`src/hdl/bcs_pkg.sv`:
```
package bcs_pkg;

    localparam int PENDING_DEPTH_DEF = 8;

    localparam int CFG_IDX_W = 3;

    localparam logic [CFG_IDX_W-1:0] CFG_TONE_HZ      = 3'd0;
    localparam logic [CFG_IDX_W-1:0] CFG_BEEP_TICKS   = 3'd1;
    localparam logic [CFG_IDX_W-1:0] CFG_GAP_TICKS    = 3'd2;
    localparam logic [CFG_IDX_W-1:0] CFG_DIGIT_TICKS  = 3'd3;
    localparam logic [CFG_IDX_W-1:0] CFG_POST_TICKS   = 3'd4;

    localparam logic [15:0] RST_TONE_HZ     = 16'd2000;
    localparam logic [15:0] RST_BEEP_TICKS  = 16'd300;
    localparam logic [15:0] RST_GAP_TICKS   = 16'd300;
    localparam logic [15:0] RST_DIGIT_TICKS = 16'd800;
    localparam logic [15:0] RST_POST_TICKS  = 16'd1000;

    localparam logic CMD_TICK = 1'b0;
    localparam logic CMD_REQ  = 1'b1;

    localparam logic [3:0] IDX_MIN = 4'd1;
    localparam logic [3:0] IDX_MAX = 4'd9;

    typedef enum logic [2:0] {
        ST_TICK    = 3'd0,
        ST_STARTED = 3'd1,
        ST_QUEUED  = 3'd2,
        ST_INVALID = 3'd3,
        ST_FULL    = 3'd4
    } status_t;

    typedef struct packed {
        logic       push;
        logic       pop;
        logic [3:0] idx;
    } q_ctrl_t;

    typedef struct packed {
        logic       full;
        logic       empty;
        logic [3:0] head;
    } q_stat_t;

    function automatic logic [15:0] pattern_rom(input logic [3:0] idx);
        logic [15:0] p;
        unique case (idx)
            4'd1:    p = 16'h1512;
            4'd2:    p = 16'h1514;
            4'd3:    p = 16'h1521;
            4'd4:    p = 16'h1522;
            4'd5:    p = 16'h1523;
            4'd6:    p = 16'h1524;
            4'd7:    p = 16'h1525;
            4'd8:    p = 16'h1542;
            4'd9:    p = 16'h1544;
            default: p = 16'h0000;
        endcase
        return p;
    endfunction

endpackage

```
`src/hdl/bcs_req_if.sv`:
```
interface bcs_req_if;
    logic       valid;
    logic       ready;
    logic       cmd;
    logic [3:0] code_index;

    modport source (output valid, output cmd, output code_index, input ready);
    modport sink (input valid, input cmd, input code_index, output ready);
endinterface

```
`src/hdl/bcs_rsp_if.sv`:
```
interface bcs_rsp_if;
    logic        valid;
    logic        ready;
    logic        tone_on;
    logic [15:0] tone_freq;
    logic        busy_res;
    logic [2:0]  status;
    logic [3:0]  playing_index;

    modport source (output valid, output tone_on, output tone_freq, output busy_res,
                    output status, output playing_index, input ready);
    modport sink (input valid, input tone_on, input tone_freq, input busy_res,
                  input status, input playing_index, output ready);
endinterface

```
`src/hdl/bcs_cfg_if.sv`:
```
interface bcs_cfg_if;
    logic                          valid;
    logic                          ready;
    logic [bcs_pkg::CFG_IDX_W-1:0] index;
    logic [15:0]                   data;

    modport source (output valid, output index, output data, input ready);
    modport sink (input valid, input index, input data, output ready);
endinterface

```
`src/hdl/bcs_cell.sv`:
```
module bcs_cell (
    input  logic             clk,
    input  bcs_pkg::q_ctrl_t ctrl,
    input  logic             here_valid,
    input  logic             prev_valid,
    input  logic             prev_ge,
    input  logic [3:0]       prev_data,
    input  logic [3:0]       next_data,
    output logic [3:0]       data,
    output logic             ge
);

    logic [3:0] data_reg;
    logic [3:0] data_next;

    assign data = data_reg;
    assign ge   = here_valid && (data_reg >= ctrl.idx);

    always_comb
    begin
        data_next = data_reg;
        if (ctrl.pop)
        begin
            data_next = next_data;
        end
        else if (ctrl.push && !ge)
        begin
            if (prev_ge)
            begin
                data_next = ctrl.idx;
            end
            else if (prev_valid)
            begin
                data_next = prev_data;
            end
        end
    end

    always_ff @(posedge clk)
    begin
        data_reg <= data_next;
    end

endmodule

```
`src/hdl/bcs_queue.sv`:
```
module bcs_queue #(
    parameter int PENDING_DEPTH = bcs_pkg::PENDING_DEPTH_DEF
) (
    input  logic             clk,
    input  logic             rst_n,
    input  bcs_pkg::q_ctrl_t ctrl,
    output bcs_pkg::q_stat_t stat
);

    localparam int CW = $clog2(PENDING_DEPTH + 1);

    logic [CW-1:0] count_reg;
    logic [CW-1:0] count_next;
    logic [3:0]    data [PENDING_DEPTH];
    logic          ge   [PENDING_DEPTH];
    logic          vld  [PENDING_DEPTH];

    genvar i;
    generate
        for (i = 0; i < PENDING_DEPTH; i++)
        begin : g_cell
            logic       p_valid;
            logic       p_ge;
            logic [3:0] p_data;
            logic [3:0] n_data;

            assign vld[i] = count_reg > CW'(i);

            if (i == 0)
            begin : g_first
                assign p_valid = 1'b1;
                assign p_ge    = 1'b1;
                assign p_data  = ctrl.idx;
            end
            else
            begin : g_mid
                assign p_valid = vld[i-1];
                assign p_ge    = ge[i-1];
                assign p_data  = data[i-1];
            end

            if (i == PENDING_DEPTH - 1)
            begin : g_last
                assign n_data = data[i];
            end
            else
            begin : g_inner
                assign n_data = data[i+1];
            end

            bcs_cell u_cell (
                .clk        (clk),
                .ctrl       (ctrl),
                .here_valid (vld[i]),
                .prev_valid (p_valid),
                .prev_ge    (p_ge),
                .prev_data  (p_data),
                .next_data  (n_data),
                .data       (data[i]),
                .ge         (ge[i])
            );
        end
    endgenerate

    always_comb
    begin
        count_next = count_reg;
        if (ctrl.pop && count_reg != '0)
        begin
            count_next = count_reg - CW'(1);
        end
        else if (ctrl.push && count_reg != CW'(PENDING_DEPTH))
        begin
            count_next = count_reg + CW'(1);
        end
    end

    always_ff @(posedge clk or negedge rst_n)
    begin
        if (!rst_n)
        begin
            count_reg <= '0;
        end
        else
        begin
            count_reg <= count_next;
        end
    end

    assign stat.full  = count_reg == CW'(PENDING_DEPTH);
    assign stat.empty = count_reg == '0;
    assign stat.head  = data[0];

endmodule

```
`src/hdl/beep_code_sequencer.sv`:
```
// Beep code sequencer.
// req channel: one word per event, cmd 0 is a timer tick, cmd 1 a beep
// request with code_index 1..9 (other indexes are answered as invalid).
// rsp channel: exactly one word per accepted req word, showing the tone
// state after that event plus a status code (tick, started, queued,
// invalid, queue full).
// cfg channel: register writes (tone_hz, beep_ticks, gap_ticks,
// digit_gap_ticks, post_ticks); always ready, a write applies to req words
// accepted after it.
// A req word is handled in the cycle it is accepted and its rsp word
// appears in the next cycle from the output register.
// Throughput: one word per cycle while rsp is taken; req stays accepted
// while the output register is empty or being read in the same cycle.
// Pending requests sit in a row of cells sorted largest index first; a
// pop moves every cell by one place, an insert only those behind it.
// Reset: tone off, idle, queue empty, registers at their defaults.
// If the receiver stalls, the rsp word holds and req ready drops.
module beep_code_sequencer #(
    parameter int PENDING_DEPTH = bcs_pkg::PENDING_DEPTH_DEF
) (
    input  logic       clk,
    input  logic       rst_n,
    bcs_req_if.sink    req,
    bcs_rsp_if.source  rsp,
    bcs_cfg_if.sink    cfg
);

    typedef enum logic [4:0] {
        PH_OFF    = 5'b00001,
        PH_ON     = 5'b00010,
        PH_IBEEP  = 5'b00100,
        PH_IDIGIT = 5'b01000,
        PH_POST   = 5'b10000
    } phase_t;

    typedef struct packed {
        logic [3:0]  nib;
        logic [15:0] code;
        logic [2:0]  pos;
    } digit_t;

    function automatic digit_t next_digit(input logic [15:0] code, input logic [2:0] pos);
        digit_t d;
        logic   found;
        d.nib  = 4'd0;
        d.code = code;
        d.pos  = pos;
        found  = 1'b0;
        for (int k = 0; k < 4; k++)
        begin
            if (!found && d.pos != 3'd0)
            begin
                d.nib = d.code[4*(d.pos-3'd1) +: 4];
                d.code[4*(d.pos-3'd1) +: 4] = 4'd0;
                d.pos = d.pos - 3'd1;
                found = d.nib != 4'd0;
            end
        end
        return d;
    endfunction

    logic [15:0] tone_hz_reg, beep_ticks_reg, gap_ticks_reg, digit_ticks_reg, post_ticks_reg;

    logic        running_reg, running_next;
    phase_t      phase_reg, phase_next;
    logic [15:0] code_left_reg, code_left_next;
    logic [3:0]  beeps_left_reg, beeps_left_next;
    logic [2:0]  nibble_pos_reg, nibble_pos_next;
    logic [15:0] delay_left_reg, delay_left_next;
    logic [3:0]  current_index_reg, current_index_next;

    logic        out_valid_reg;
    logic        tone_on_reg;
    logic        busy_reg;
    logic [2:0]  status_reg;
    logic [3:0]  playing_reg;
    logic [15:0] freq_reg;

    bcs_pkg::q_ctrl_t q_ctrl;
    bcs_pkg::q_stat_t q_stat;
    bcs_pkg::status_t status;

    logic   accept;
    logic   do_start;
    logic   do_load;
    logic [3:0] start_idx;
    digit_t dig;

    assign req.ready = !out_valid_reg || rsp.ready;
    assign accept    = req.valid && req.ready;
    assign cfg.ready = 1'b1;

    bcs_queue #(
        .PENDING_DEPTH (PENDING_DEPTH)
    ) u_queue (
        .clk   (clk),
        .rst_n (rst_n),
        .ctrl  (q_ctrl),
        .stat  (q_stat)
    );

    always_comb
    begin
        running_next       = running_reg;
        phase_next         = phase_reg;
        code_left_next     = code_left_reg;
        beeps_left_next    = beeps_left_reg;
        nibble_pos_next    = nibble_pos_reg;
        delay_left_next    = delay_left_reg;
        current_index_next = current_index_reg;
        status             = bcs_pkg::ST_TICK;
        q_ctrl             = '0;
        q_ctrl.idx         = req.code_index;
        do_start           = 1'b0;
        do_load            = 1'b0;
        start_idx          = req.code_index;

        if (accept)
        begin
            if (req.cmd == bcs_pkg::CMD_TICK)
            begin
                if (running_reg)
                begin
                    if (delay_left_reg > 16'd1)
                    begin
                        delay_left_next = delay_left_reg - 16'd1;
                    end
                    else
                    begin
                        unique case (phase_reg)
                            PH_ON:
                            begin
                                if (beeps_left_reg == 4'd0)
                                begin
                                    if (code_left_reg == 16'd0)
                                    begin
                                        phase_next      = PH_POST;
                                        delay_left_next = post_ticks_reg;
                                    end
                                    else
                                    begin
                                        do_load         = 1'b1;
                                        phase_next      = PH_IDIGIT;
                                        delay_left_next = digit_ticks_reg;
                                    end
                                end
                                else
                                begin
                                    beeps_left_next = beeps_left_reg - 4'd1;
                                    phase_next      = PH_IBEEP;
                                    delay_left_next = gap_ticks_reg;
                                end
                            end
                            PH_IBEEP, PH_IDIGIT:
                            begin
                                phase_next      = PH_ON;
                                delay_left_next = beep_ticks_reg;
                            end
                            PH_POST:
                            begin
                                if (!q_stat.empty)
                                begin
                                    q_ctrl.pop = 1'b1;
                                    do_start   = 1'b1;
                                    start_idx  = (q_stat.head <= bcs_pkg::IDX_MAX) ?
                                                 q_stat.head : 4'd0;
                                end
                                else
                                begin
                                    running_next       = 1'b0;
                                    phase_next         = PH_OFF;
                                    current_index_next = 4'd0;
                                    delay_left_next    = 16'd0;
                                end
                            end
                            default:
                            begin
                                running_next       = 1'b0;
                                phase_next         = PH_OFF;
                                current_index_next = 4'd0;
                                delay_left_next    = 16'd0;
                            end
                        endcase
                    end
                end
            end
            else if (req.code_index < bcs_pkg::IDX_MIN || req.code_index > bcs_pkg::IDX_MAX)
            begin
                status = bcs_pkg::ST_INVALID;
            end
            else if (running_reg)
            begin
                if (q_stat.full)
                begin
                    status = bcs_pkg::ST_FULL;
                end
                else
                begin
                    q_ctrl.push = 1'b1;
                    status      = bcs_pkg::ST_QUEUED;
                end
            end
            else
            begin
                do_start = 1'b1;
                status   = bcs_pkg::ST_STARTED;
            end
        end

        if (do_start)
        begin
            dig                = next_digit(bcs_pkg::pattern_rom(start_idx), 3'd4);
            current_index_next = start_idx;
            phase_next         = PH_ON;
            running_next       = 1'b1;
            delay_left_next    = beep_ticks_reg;
        end
        else
        begin
            dig = next_digit(code_left_reg, nibble_pos_reg);
        end

        if (do_start || do_load)
        begin
            code_left_next  = dig.code;
            nibble_pos_next = dig.pos;
            beeps_left_next = (dig.nib != 4'd0) ? dig.nib - 4'd1 : 4'd0;
        end
    end

    always_ff @(posedge clk or negedge rst_n)
    begin
        if (!rst_n)
        begin
            running_reg       <= 1'b0;
            phase_reg         <= PH_OFF;
            code_left_reg     <= 16'd0;
            beeps_left_reg    <= 4'd0;
            nibble_pos_reg    <= 3'd0;
            delay_left_reg    <= 16'd0;
            current_index_reg <= 4'd0;
            out_valid_reg     <= 1'b0;
        end
        else
        begin
            running_reg       <= running_next;
            phase_reg         <= phase_next;
            code_left_reg     <= code_left_next;
            beeps_left_reg    <= beeps_left_next;
            nibble_pos_reg    <= nibble_pos_next;
            delay_left_reg    <= delay_left_next;
            current_index_reg <= current_index_next;
            if (accept)
            begin
                out_valid_reg <= 1'b1;
            end
            else if (rsp.ready)
            begin
                out_valid_reg <= 1'b0;
            end
        end
    end

    always_ff @(posedge clk or negedge rst_n)
    begin
        if (!rst_n)
        begin
            tone_hz_reg     <= bcs_pkg::RST_TONE_HZ;
            beep_ticks_reg  <= bcs_pkg::RST_BEEP_TICKS;
            gap_ticks_reg   <= bcs_pkg::RST_GAP_TICKS;
            digit_ticks_reg <= bcs_pkg::RST_DIGIT_TICKS;
            post_ticks_reg  <= bcs_pkg::RST_POST_TICKS;
        end
        else if (cfg.valid)
        begin
            unique case (cfg.index)
                bcs_pkg::CFG_TONE_HZ:     tone_hz_reg     <= cfg.data;
                bcs_pkg::CFG_BEEP_TICKS:  beep_ticks_reg  <= cfg.data;
                bcs_pkg::CFG_GAP_TICKS:   gap_ticks_reg   <= cfg.data;
                bcs_pkg::CFG_DIGIT_TICKS: digit_ticks_reg <= cfg.data;
                bcs_pkg::CFG_POST_TICKS:  post_ticks_reg  <= cfg.data;
                default:                  ;
            endcase
        end
    end

    always_ff @(posedge clk)
    begin
        if (accept)
        begin
            tone_on_reg <= running_next && (phase_next == PH_ON);
            busy_reg    <= running_next;
            status_reg  <= status;
            playing_reg <= running_next ? current_index_next : 4'd0;
            freq_reg    <= tone_hz_reg;
        end
    end

    assign rsp.valid         = out_valid_reg;
    assign rsp.tone_on       = tone_on_reg;
    assign rsp.tone_freq     = freq_reg;
    assign rsp.busy_res      = busy_reg;
    assign rsp.status        = status_reg;
    assign rsp.playing_index = playing_reg;

endmodule

```
`src/flat_wrapper.sv`:
```
// flat-port wrapper written by rule: the top's interface ports become plain ports
module beep_code_sequencer_flat 
#(
    parameter int PENDING_DEPTH = bcs_pkg::PENDING_DEPTH_DEF
)
  (clk, rst_n, req_valid, req_cmd, req_code_index, req_ready, rsp_valid, rsp_tone_on, rsp_tone_freq, rsp_busy_res, rsp_status, rsp_playing_index, rsp_ready, cfg_valid, cfg_index, cfg_data, cfg_ready);
  bcs_req_if req_i ();
  bcs_rsp_if rsp_i ();
  bcs_cfg_if cfg_i ();
  input  logic clk;
  input  logic rst_n;
  input wire logic [$bits(req_i.valid)-1:0] req_valid;
  input wire logic [$bits(req_i.cmd)-1:0] req_cmd;
  input wire logic [$bits(req_i.code_index)-1:0] req_code_index;
  output wire logic [$bits(req_i.ready)-1:0] req_ready;
  output wire logic [$bits(rsp_i.valid)-1:0] rsp_valid;
  output wire logic [$bits(rsp_i.tone_on)-1:0] rsp_tone_on;
  output wire logic [$bits(rsp_i.tone_freq)-1:0] rsp_tone_freq;
  output wire logic [$bits(rsp_i.busy_res)-1:0] rsp_busy_res;
  output wire logic [$bits(rsp_i.status)-1:0] rsp_status;
  output wire logic [$bits(rsp_i.playing_index)-1:0] rsp_playing_index;
  input wire logic [$bits(rsp_i.ready)-1:0] rsp_ready;
  input wire logic [$bits(cfg_i.valid)-1:0] cfg_valid;
  input wire logic [$bits(cfg_i.index)-1:0] cfg_index;
  input wire logic [$bits(cfg_i.data)-1:0] cfg_data;
  output wire logic [$bits(cfg_i.ready)-1:0] cfg_ready;
  assign req_i.valid = req_valid;
  assign req_i.cmd = req_cmd;
  assign req_i.code_index = req_code_index;
  assign req_ready = req_i.ready;
  assign rsp_valid = rsp_i.valid;
  assign rsp_tone_on = rsp_i.tone_on;
  assign rsp_tone_freq = rsp_i.tone_freq;
  assign rsp_busy_res = rsp_i.busy_res;
  assign rsp_status = rsp_i.status;
  assign rsp_playing_index = rsp_i.playing_index;
  assign rsp_i.ready = rsp_ready;
  assign cfg_i.valid = cfg_valid;
  assign cfg_i.index = cfg_index;
  assign cfg_i.data = cfg_data;
  assign cfg_ready = cfg_i.ready;
  beep_code_sequencer #(.PENDING_DEPTH(PENDING_DEPTH)) u_core (.clk(clk), .rst_n(rst_n), .req(req_i), .rsp(rsp_i), .cfg(cfg_i));
endmodule
```
`config.mk`:
```
export PLATFORM = sky130hd
export DESIGN_NAME = beep_code_sequencer_flat
export DESIGN_NICKNAME = d
export VERILOG_FILES = /design/src/hdl/bcs_pkg.sv /design/src/hdl/bcs_req_if.sv /design/src/hdl/bcs_rsp_if.sv /design/src/hdl/bcs_cfg_if.sv /design/src/hdl/bcs_cell.sv /design/src/hdl/bcs_queue.sv /design/src/hdl/beep_code_sequencer.sv /design/src/flat_wrapper.sv
export SDC_FILE = /design/constraint.sdc
export NUM_CORES = 1
export LEC_CHECK = 0
export BUFFER_PORTS_ARGS = -buffer_cell sky130_fd_sc_hd__buf_2
export CORE_MARGIN = 8
export CORE_UTILIZATION = 45
export DETAILED_ROUTE_END_ITERATION = 10
export GPL_TIMING_DRIVEN = 1
export HOLD_SLACK_MARGIN = 0.1
export SYNTH_ARGS = -nofsm -noshare
export SYNTH_HDL_FRONTEND = slang
export SYNTH_SLANG_ARGS = --single-unit
export TNS_END_PERCENT = 10
```
`constraint.sdc`:
```
create_clock -name clk -period 8.51 [get_ports clk]
set_input_delay 0.851 -clock clk [delete_from_list [all_inputs] [get_ports clk]]
set_output_delay 0.851 -clock clk [all_outputs]
set_load 0.005 [all_outputs]
```
# --- After elaboration in Yosys (flattened, before gate mapping) ---
# Memories as Yosys holds them, arrays and structs flattened.
# Index checks and enable logic that the tools add are counted.
totals:
  mem_count: 1
  wordCells: 352
  regBits: 191
  output_inout_bits: 28
  in_bits: 29
  mem_bits_ro: 144
memory_table:
  columns: ["name", "depth", "word_bits", "read_ports", "rd_ports_with_merged_regs", "wr", "line", "source"]
  rows:
  - ["(name not given)", 16, 9, 1, 0, 0, "bcs_pkg.sv:47", "unique case (idx)"]
op_classes:
  add_sub_neg: 26
  n_eq_ne: 16
  muxes: 136
  bitwise: 3
  order_cmp: 20
  reduce_logical: 101
  shifts: 21
op_table:
  columns: ["operator", "n"]
  rows:
  - ["2-to-1 mux 23 bit", 13]
  - ["negation 32 -> 34 bit", 7]
  - ["variable shift 4 x 34 -> 16 bit, first input constant", 7]
  - ["variable part select 4 x 34 -> 16 bit, first input constant", 7]
  - ["variable part select 16 x 33 -> 4 bit", 7]
  - ["2-to-1 mux 4 bit", 51]
  - ["2-to-1 mux 16 bit", 9]
  - ["bitwise mux 16 bit", 7]
  - ["case mux 16 bit (3 select lines)", 1]
  - ["2-to-1 mux 5 bit", 8]
  - ["nonzero test 3 bit", 13]
  - ["2-to-1 mux 1 bit", 38]
  - [">= comparator 4 bit", 8]
  - ["nonzero test 4 bit", 8]
  - ["nonzero test 2 bit", 15]
  - ["subtractor 3 x 1 -> 4 bit, second input constant", 7]
  - ["logical AND 1 bit", 26]
  - ["AND reduction 2 bit", 11]
  - ["subtractor 3 x 1 -> 3 bit, second input constant", 7]
  - ["greater-than comparator 16 x 1 -> 1 bit, second input constant", 1]
  - ["greater-than comparator 4 x 3 -> 1 bit, second input constant", 4]
  - ["logical NOT 16 bit", 1]
  - ["subtractor 16 x 1 -> 16 bit, second input constant", 1]
  - ["logical NOT 1 bit", 15]
  - ["other kinds (34)", 51]

# --- Depth between registers and ports, before layout ---
# An unclocked memory read counts as a cell.
logic_depth:
  ltp_word: 31
  mapped_depth: 32
  depth_no_buf: 29

# --- By module ---
# Synthesis repeated with hierarchy kept, for this count alone.
hier_totals:
  cells_unflattened: 1195
  area_unflattened_um2: 12283.0
modules_own_cells:
  columns: ["module", "seq_area_each_um2", "cells_each", "n_inst", "area_per_inst_um2"]
  rows:
  - ["beep_code_sequencer", 4033.9, 873, 1, 9212.6]
  - ["bcs_cell", 120.1, 33, 8, 329.1]
  - ["bcs_queue", 100.1, 58, 1, 437.9]

# --- Worst setup path before layout ---
# No wires, ideal clock.
synth_timing:
  path_type: "reg-to-reg"
  startpoint: "register u_core.nibble_pos_reg[1]"
  endpoint: "register u_core.code_left_reg[4]"
  path_slack_ns: 2.442
  t_required_ns: 8.372
  path_stages_with_launch: 29
  t_arrival_ns: 5.930
  n_path_buf: 3
  setup_ns: 0.138
  period_less_slack_ns: 6.068
  cell_sequence: "dfrtp_1 > buf_2 > inv_1 > ha_1 > and2b_4 > xnor2_2 > inv_2 > buf_2 > buf_1 > ha_1 > inv_1 > nor3_1 > nor2_1 > a21oi_2 > nor2_1 > a21oi_1 > inv_1 > ha_1 > o21ai_0 > a31oi_2 > nor2_8 > inv_1 > ha_1 > a2111oi_0 > o211a_2 > nand3b_1 > o311a_1 > o21ai_1 > o32ai_1"
synth_via:
  elab_chain_cells: 20
  word_cells_on_any_way: 53
  cone_classes: "11 x add/sub; 11 x shift; 18 x mux; 13 x reduce/logical"
synth_rtl:
  columns: ["item", "line", "source"]
  rows:
  - ["from (decl)", "beep_code_sequencer.sv:68", "logic [2:0] nibble_pos_reg, nibble_pos_next;"]
  - ["from (signal assigned)", "beep_code_sequencer.sv:250", "nibble_pos_reg <= nibble_pos_next;"]
  - ["subtractor 3 x 1 -> 4 bit", "beep_code_sequencer.sv:53, beep_code_sequencer.sv:54", null]
  - ["negation 32 -> 34 bit", "beep_code_sequencer.sv:54", "d.code[4*(d.pos-3'd1) +: 4] = 4'd0;"]
  - ["variable part select 4 x 34 -> 16 bit / variable shift 4 x 34 -> 16 bit (equally long branches)", "beep_code_sequencer.sv:54", null]
  - ["bitwise mux 16 bit", "beep_code_sequencer.sv:54", null]
  - ["2-to-1 mux 23 bit", "beep_code_sequencer.sv:51", "if (!found && d.pos != 3'd0)"]
  - ["2-to-1 mux 23 bit", "beep_code_sequencer.sv:210", "if (do_start)"]
  - ["variable part select 16 x 33 -> 4 bit", "beep_code_sequencer.sv:53", "d.nib = d.code[4*(d.pos-3'd1) +: 4];"]
  - ["nonzero test 4 bit", "beep_code_sequencer.sv:56", "found = d.nib != 4'd0;"]
  - ["[4 not listed]", null, null]
  - ["2-to-1 mux 23 bit", "beep_code_sequencer.sv:51", null]
  - ["2-to-1 mux 23 bit", "beep_code_sequencer.sv:210", null]
  - ["subtractor 3 x 1 -> 4 bit", "beep_code_sequencer.sv:54", null]
  - ["negation 32 -> 34 bit", "beep_code_sequencer.sv:54", null]
  - ["variable part select 4 x 34 -> 16 bit / variable shift 4 x 34 -> 16 bit (equally long branches)", "beep_code_sequencer.sv:54", null]
  - ["bitwise mux 16 bit", "beep_code_sequencer.sv:54", null]
  - ["2-to-1 mux 23 bit (*)", "beep_code_sequencer.sv:51", null]
  - ["2-to-1 mux 23 bit (*)", "beep_code_sequencer.sv:210", null]
  - ["to (signal assigned)", "beep_code_sequencer.sv:248", "code_left_reg <= code_left_next;"]
  - ["to (decl)", "beep_code_sequencer.sv:66", "logic [15:0] code_left_reg, code_left_next;"]
# Mark *: on every way between the ends. The rest lies on a longest branch, timed or not. The select of a mux whose other input is x is not followed.
# A chain may end at the register's enable or synchronous reset.

# --- Final worst setup path ---
layout_timing:
  startpoint: "register u_core.nibble_pos_reg[0]"
  endpoint: "register u_core.code_left_reg[4]"
# The elaborated chain is that of the path after synthesis.

==> impl_summary.log <==
[metrics] floorplan die area: 32270 sq um
[metrics] clock tree from TritonCTS: built
[metrics] Post-DRT Antenna Nets: 0
[metrics] path type of the worst setup path: register to register
[metrics] placed instance count: 1540
[metrics] worst-case reg-to-reg path depth: 26
[metrics] count of synthesis-stage warnings from yosys: 0
[metrics] effective utilization at floorplan: 45.21%
[metrics] part of the cycle the worst path needs: 83.41%
[metrics] RSZ-0062 raised after global routing: false
[metrics] clock input transition at the sequential cells of the worst setup and hold paths: 0.08 ns
[metrics] number of hold violations in the final report: 0
[metrics] wire length of the first global-routing pass: 51180 microns
[metrics] final setup violation count: 0
[metrics] routed via count divided by cell count: 5.962
[metrics] Yosys top cell by area: sky130_fd_sc_hd__dfrtp_1
[metrics] EDFF count, synth: 57
[metrics] CTS Root Cell: sky130_fd_sc_hd__clkbuf_16
[metrics] Gates resized, CTS repair: 0
[metrics] DIE HEIGHT: 179.6 microns
[metrics] maximum ir drop on the vdd rail: 0.0001344 V
[metrics] area of all placed cells without fillers: 13270 sq um
[metrics] site row count: 60
[metrics] sink count of the clock tree: 191
[metrics] highest achievable clock rate: 0.1409 GHz
[metrics] Crit path max-delay family: compound AO/OA/AOI/OAI gates
[metrics] arrival time reported for the critical path endpoint: 7.40 ns
[metrics] cells taking the most area after synthesis: sky130_fd_sc_hd__dfrtp_1 (23%), sky130_fd_sc_hd__edfxtp_1 (14%), sky130_fd_sc_hd__mux2_2 (8.0%)
[metrics] area delta synth->final: 10.17%
[metrics] number of cells on the critical path: 26
[metrics] worst flop-to-flop path endpoint: u_core.code_left_reg[4]$_DFFE_PN0P_
[metrics] vias in the first global route: 9303
[metrics] gr usage total: 19.30%
[metrics] remaining max-slew budget at the tightest pin: 21.99%
[metrics] status: finished clean
[metrics] Clock Path Buffers: 2
[metrics] starting DRC count in detailed routing: 796
[metrics] static leakage: 5.459 nW
[metrics] number of placed I/O pins: 57
[metrics] total via count in the routed design: 9379
[metrics] initial antenna violation count: 2
[metrics] floorplan die width: 179.6 microns
[metrics] leading register cell type out of synthesis: sky130_fd_sc_hd__dfrtp_1
[metrics] area of the mapped netlist: 12050 sq um
[metrics] Slew Viols, Final: 0
[metrics] worst hold slack after final layout: 0.3894 ns
[metrics] delay contributed by the slowest stage of the critical path: 0.62 ns
[metrics] number of buffer and inverter instances along the worst setup path: 7
[metrics] power density over the cells: 242.6 nW/um^2
[metrics] post-synth top area share: 22.85%
[metrics] transition time at the pin with the least slew margin: 1.167 ns
[metrics] register bit total from synthesis: 191
[metrics] Worst Setup Start Kind: register
[metrics] number of flip-flops in the largest register: 32
[metrics] share of cells above drive strength 1: 20.47%
[metrics] global route total overflow: 0
[metrics] final cell count without fillers: 1573
[metrics] worst setup path startpoint: u_core.nibble_pos_reg[0]$_DFFE_PN0P_
[metrics] FF-to-FF setup slack: 1.41 ns
[metrics] r2r startpoint: u_core.nibble_pos_reg[0]$_DFFE_PN0P_
[metrics] post-detailed-route wirelength per cell: 20.13 microns
[metrics] mean instance size in the synthesized netlist: 10.13 sq um
[metrics] post-CTS setup buffer count: 0
[metrics] overall routed net length: 31660 microns
[metrics] number of optimization iterations in the first detailed-route pass: 5
[metrics] Fillers: 2438
[metrics] Async S/R FF share, synth: 70.16%
[metrics] count of different cell masters after synthesis: 96
[metrics] cell area reported after detailed placement: 12660 sq um
[metrics] sequential fraction of the synthesis area: 42.28%
[metrics] estimated wirelength of the detail-placed design: 22650 microns
[metrics] worst path required time: 8.81 ns
[metrics] setup total negative slack: 0 ns
[metrics] number of H-tree levels: 4
[metrics] routability congestion estimate: 0.9396
[metrics] worst-case clock skew: 0.01539 ns
[metrics] worst min path class: input port to async pin
[metrics] max capacitance violation total: 0
[metrics] Critical path destination: u_core.code_left_reg[4]$_DFFE_PN0P_
[metrics] DRC violations left: 0
[metrics] number of standard cells after synthesis: 1190
[metrics] number of nets produced by synthesis: 1289
[metrics] type of element capturing the critical path: register
[metrics] Design Power: 3.220 mW
[metrics] largest fanout of any net on the critical path: 24
[metrics] final critical delay including setup and external delays: 7.098 ns
[metrics] Core Box Area: 26650 sq um
[metrics] largest net degree at the start of global routing: 69
[metrics] Buffers on Ports: 55
[metrics] clock latency on the worst-skew pair: 0.44 ns
[metrics] number of buffers inserted during clock tree synthesis: 17
[metrics] slowest CP cell: sky130_fd_sc_hd__o21ai_0
[metrics] number of buffers inserted by hold repair at cts: 0
[metrics] final-stage net count: 1317
-- cells in the final DEF (no fill, tap or decap), types with 21 or more instances in the layout --
master	Yosys	final
sky130_fd_sc_hd__edfxtp_1	57	57
sky130_fd_sc_hd__a21oi_1	49	49
sky130_fd_sc_hd__nor3_1	22	21
sky130_fd_sc_hd__nand3_1	23	23
sky130_fd_sc_hd__mux2_2	86	86
sky130_fd_sc_hd__dfstp_2	24	24
sky130_fd_sc_hd__mux2i_1	52	52
sky130_fd_sc_hd__nor2_1	77	74
sky130_fd_sc_hd__buf_2	5	54
sky130_fd_sc_hd__o21ai_0	72	72
sky130_fd_sc_hd__a21o_1	21	21
sky130_fd_sc_hd__dfrtp_1	110	110
sky130_fd_sc_hd__ha_1	70	70
sky130_fd_sc_hd__inv_1	51	51
sky130_fd_sc_hd__nand2_1	114	114
-- where the power goes --
part           switching, mW  total (mW)  internal [mW]
clock network          0.412       0.814          0.402
logic                  0.695        1.17          0.480
registers              0.110        1.23           1.12
total                   1.22        3.22           2.00
-- cell usage after synthesis, drive strengths merged (19+ instances only) --
cell	instances
nor3	23
inv	54
dfstp	24
nand2	114
mux2	86
a21o	21
mux2i	52
clkbuf	46
ha	70
edfxtp	57
xnor2	19
dfrtp	110
nand3	23
o21ai	80
a21oi	51
nor2	79
-- worst min-delay path by stage --
stage                                                     to  slack, ns  cells past startpoint
after floorplan            u_core.rsp.tone_freq[0]$_DFFE_PP_       0.42                      0
after global placement    u_core.rsp.tone_freq[15]$_DFFE_PP_       0.43                      0
after detailed placement  u_core.rsp.tone_freq[13]$_DFFE_PP_       0.43                      0
after CTS                  u_core.tone_hz_reg[5]$_DFFE_PN0P_       0.43                      1
after global routing       u_core.tone_hz_reg[5]$_DFFE_PN0P_       0.45                      1
final                      u_core.tone_hz_reg[5]$_DFFE_PN0P_       0.39                      1
-- routing by layer --
metal  wire length (microns)  global-route usage, %
met2                   15230                  32.77
met4                     823                  6.102
met1                   14110                  24.93
met5                      12                      0
met3                    1486                  3.004
-- logic make-up (layout without fill, tap and decap cells) --
logic type	Yosys count	in the layout	share of synthesized area [%]
AO/OA/AOI/OAI	300	300	16.86
XOR/XNOR	26	26	1.952
adder cells (fa/ha/maj)	70	70	7.269
buffers and inverters	114	155	3.884
flip-flops	191	191	42.28
multiplexers	143	143	13.29
other	1	2	0.03112
AND/OR/NAND/NOR	345	345	14.42
-- per-stage QoR --
stage / util, % / setup slack (ns)
2_1_floorplan: - / 2.442
3_3_place_gp: 47.52 / 1.637
3_5_place_dp: 47.52 / 1.571
4_1_cts: 49.80 / 1.523
5_1_grt: 49.80 / 0.6407
6_report: 49.81 / 1.412
-- cell type report --
| cell class | instances | area [sq um] | area share (%) |
|---|---|---|---|
| Timing Repair Buffer | 68 | 379.1 | 2.856 |
| Antenna cell | 1 | 2.502 | 0.01885 |
| Clock buffer | 17 | 425.4 | 3.205 |
| Multi-Input combinational cell | 885 | 6558 | 49.40 |
| Clock inverter | 15 | 181.4 | 1.367 |
| Inverter | 55 | 206.4 | 1.555 |
| Tap cell | 341 | 426.7 | 3.214 |
| Sequential cell | 191 | 5095 | 38.38 |
Note: power is estimated with default switching activity, not from simulation.
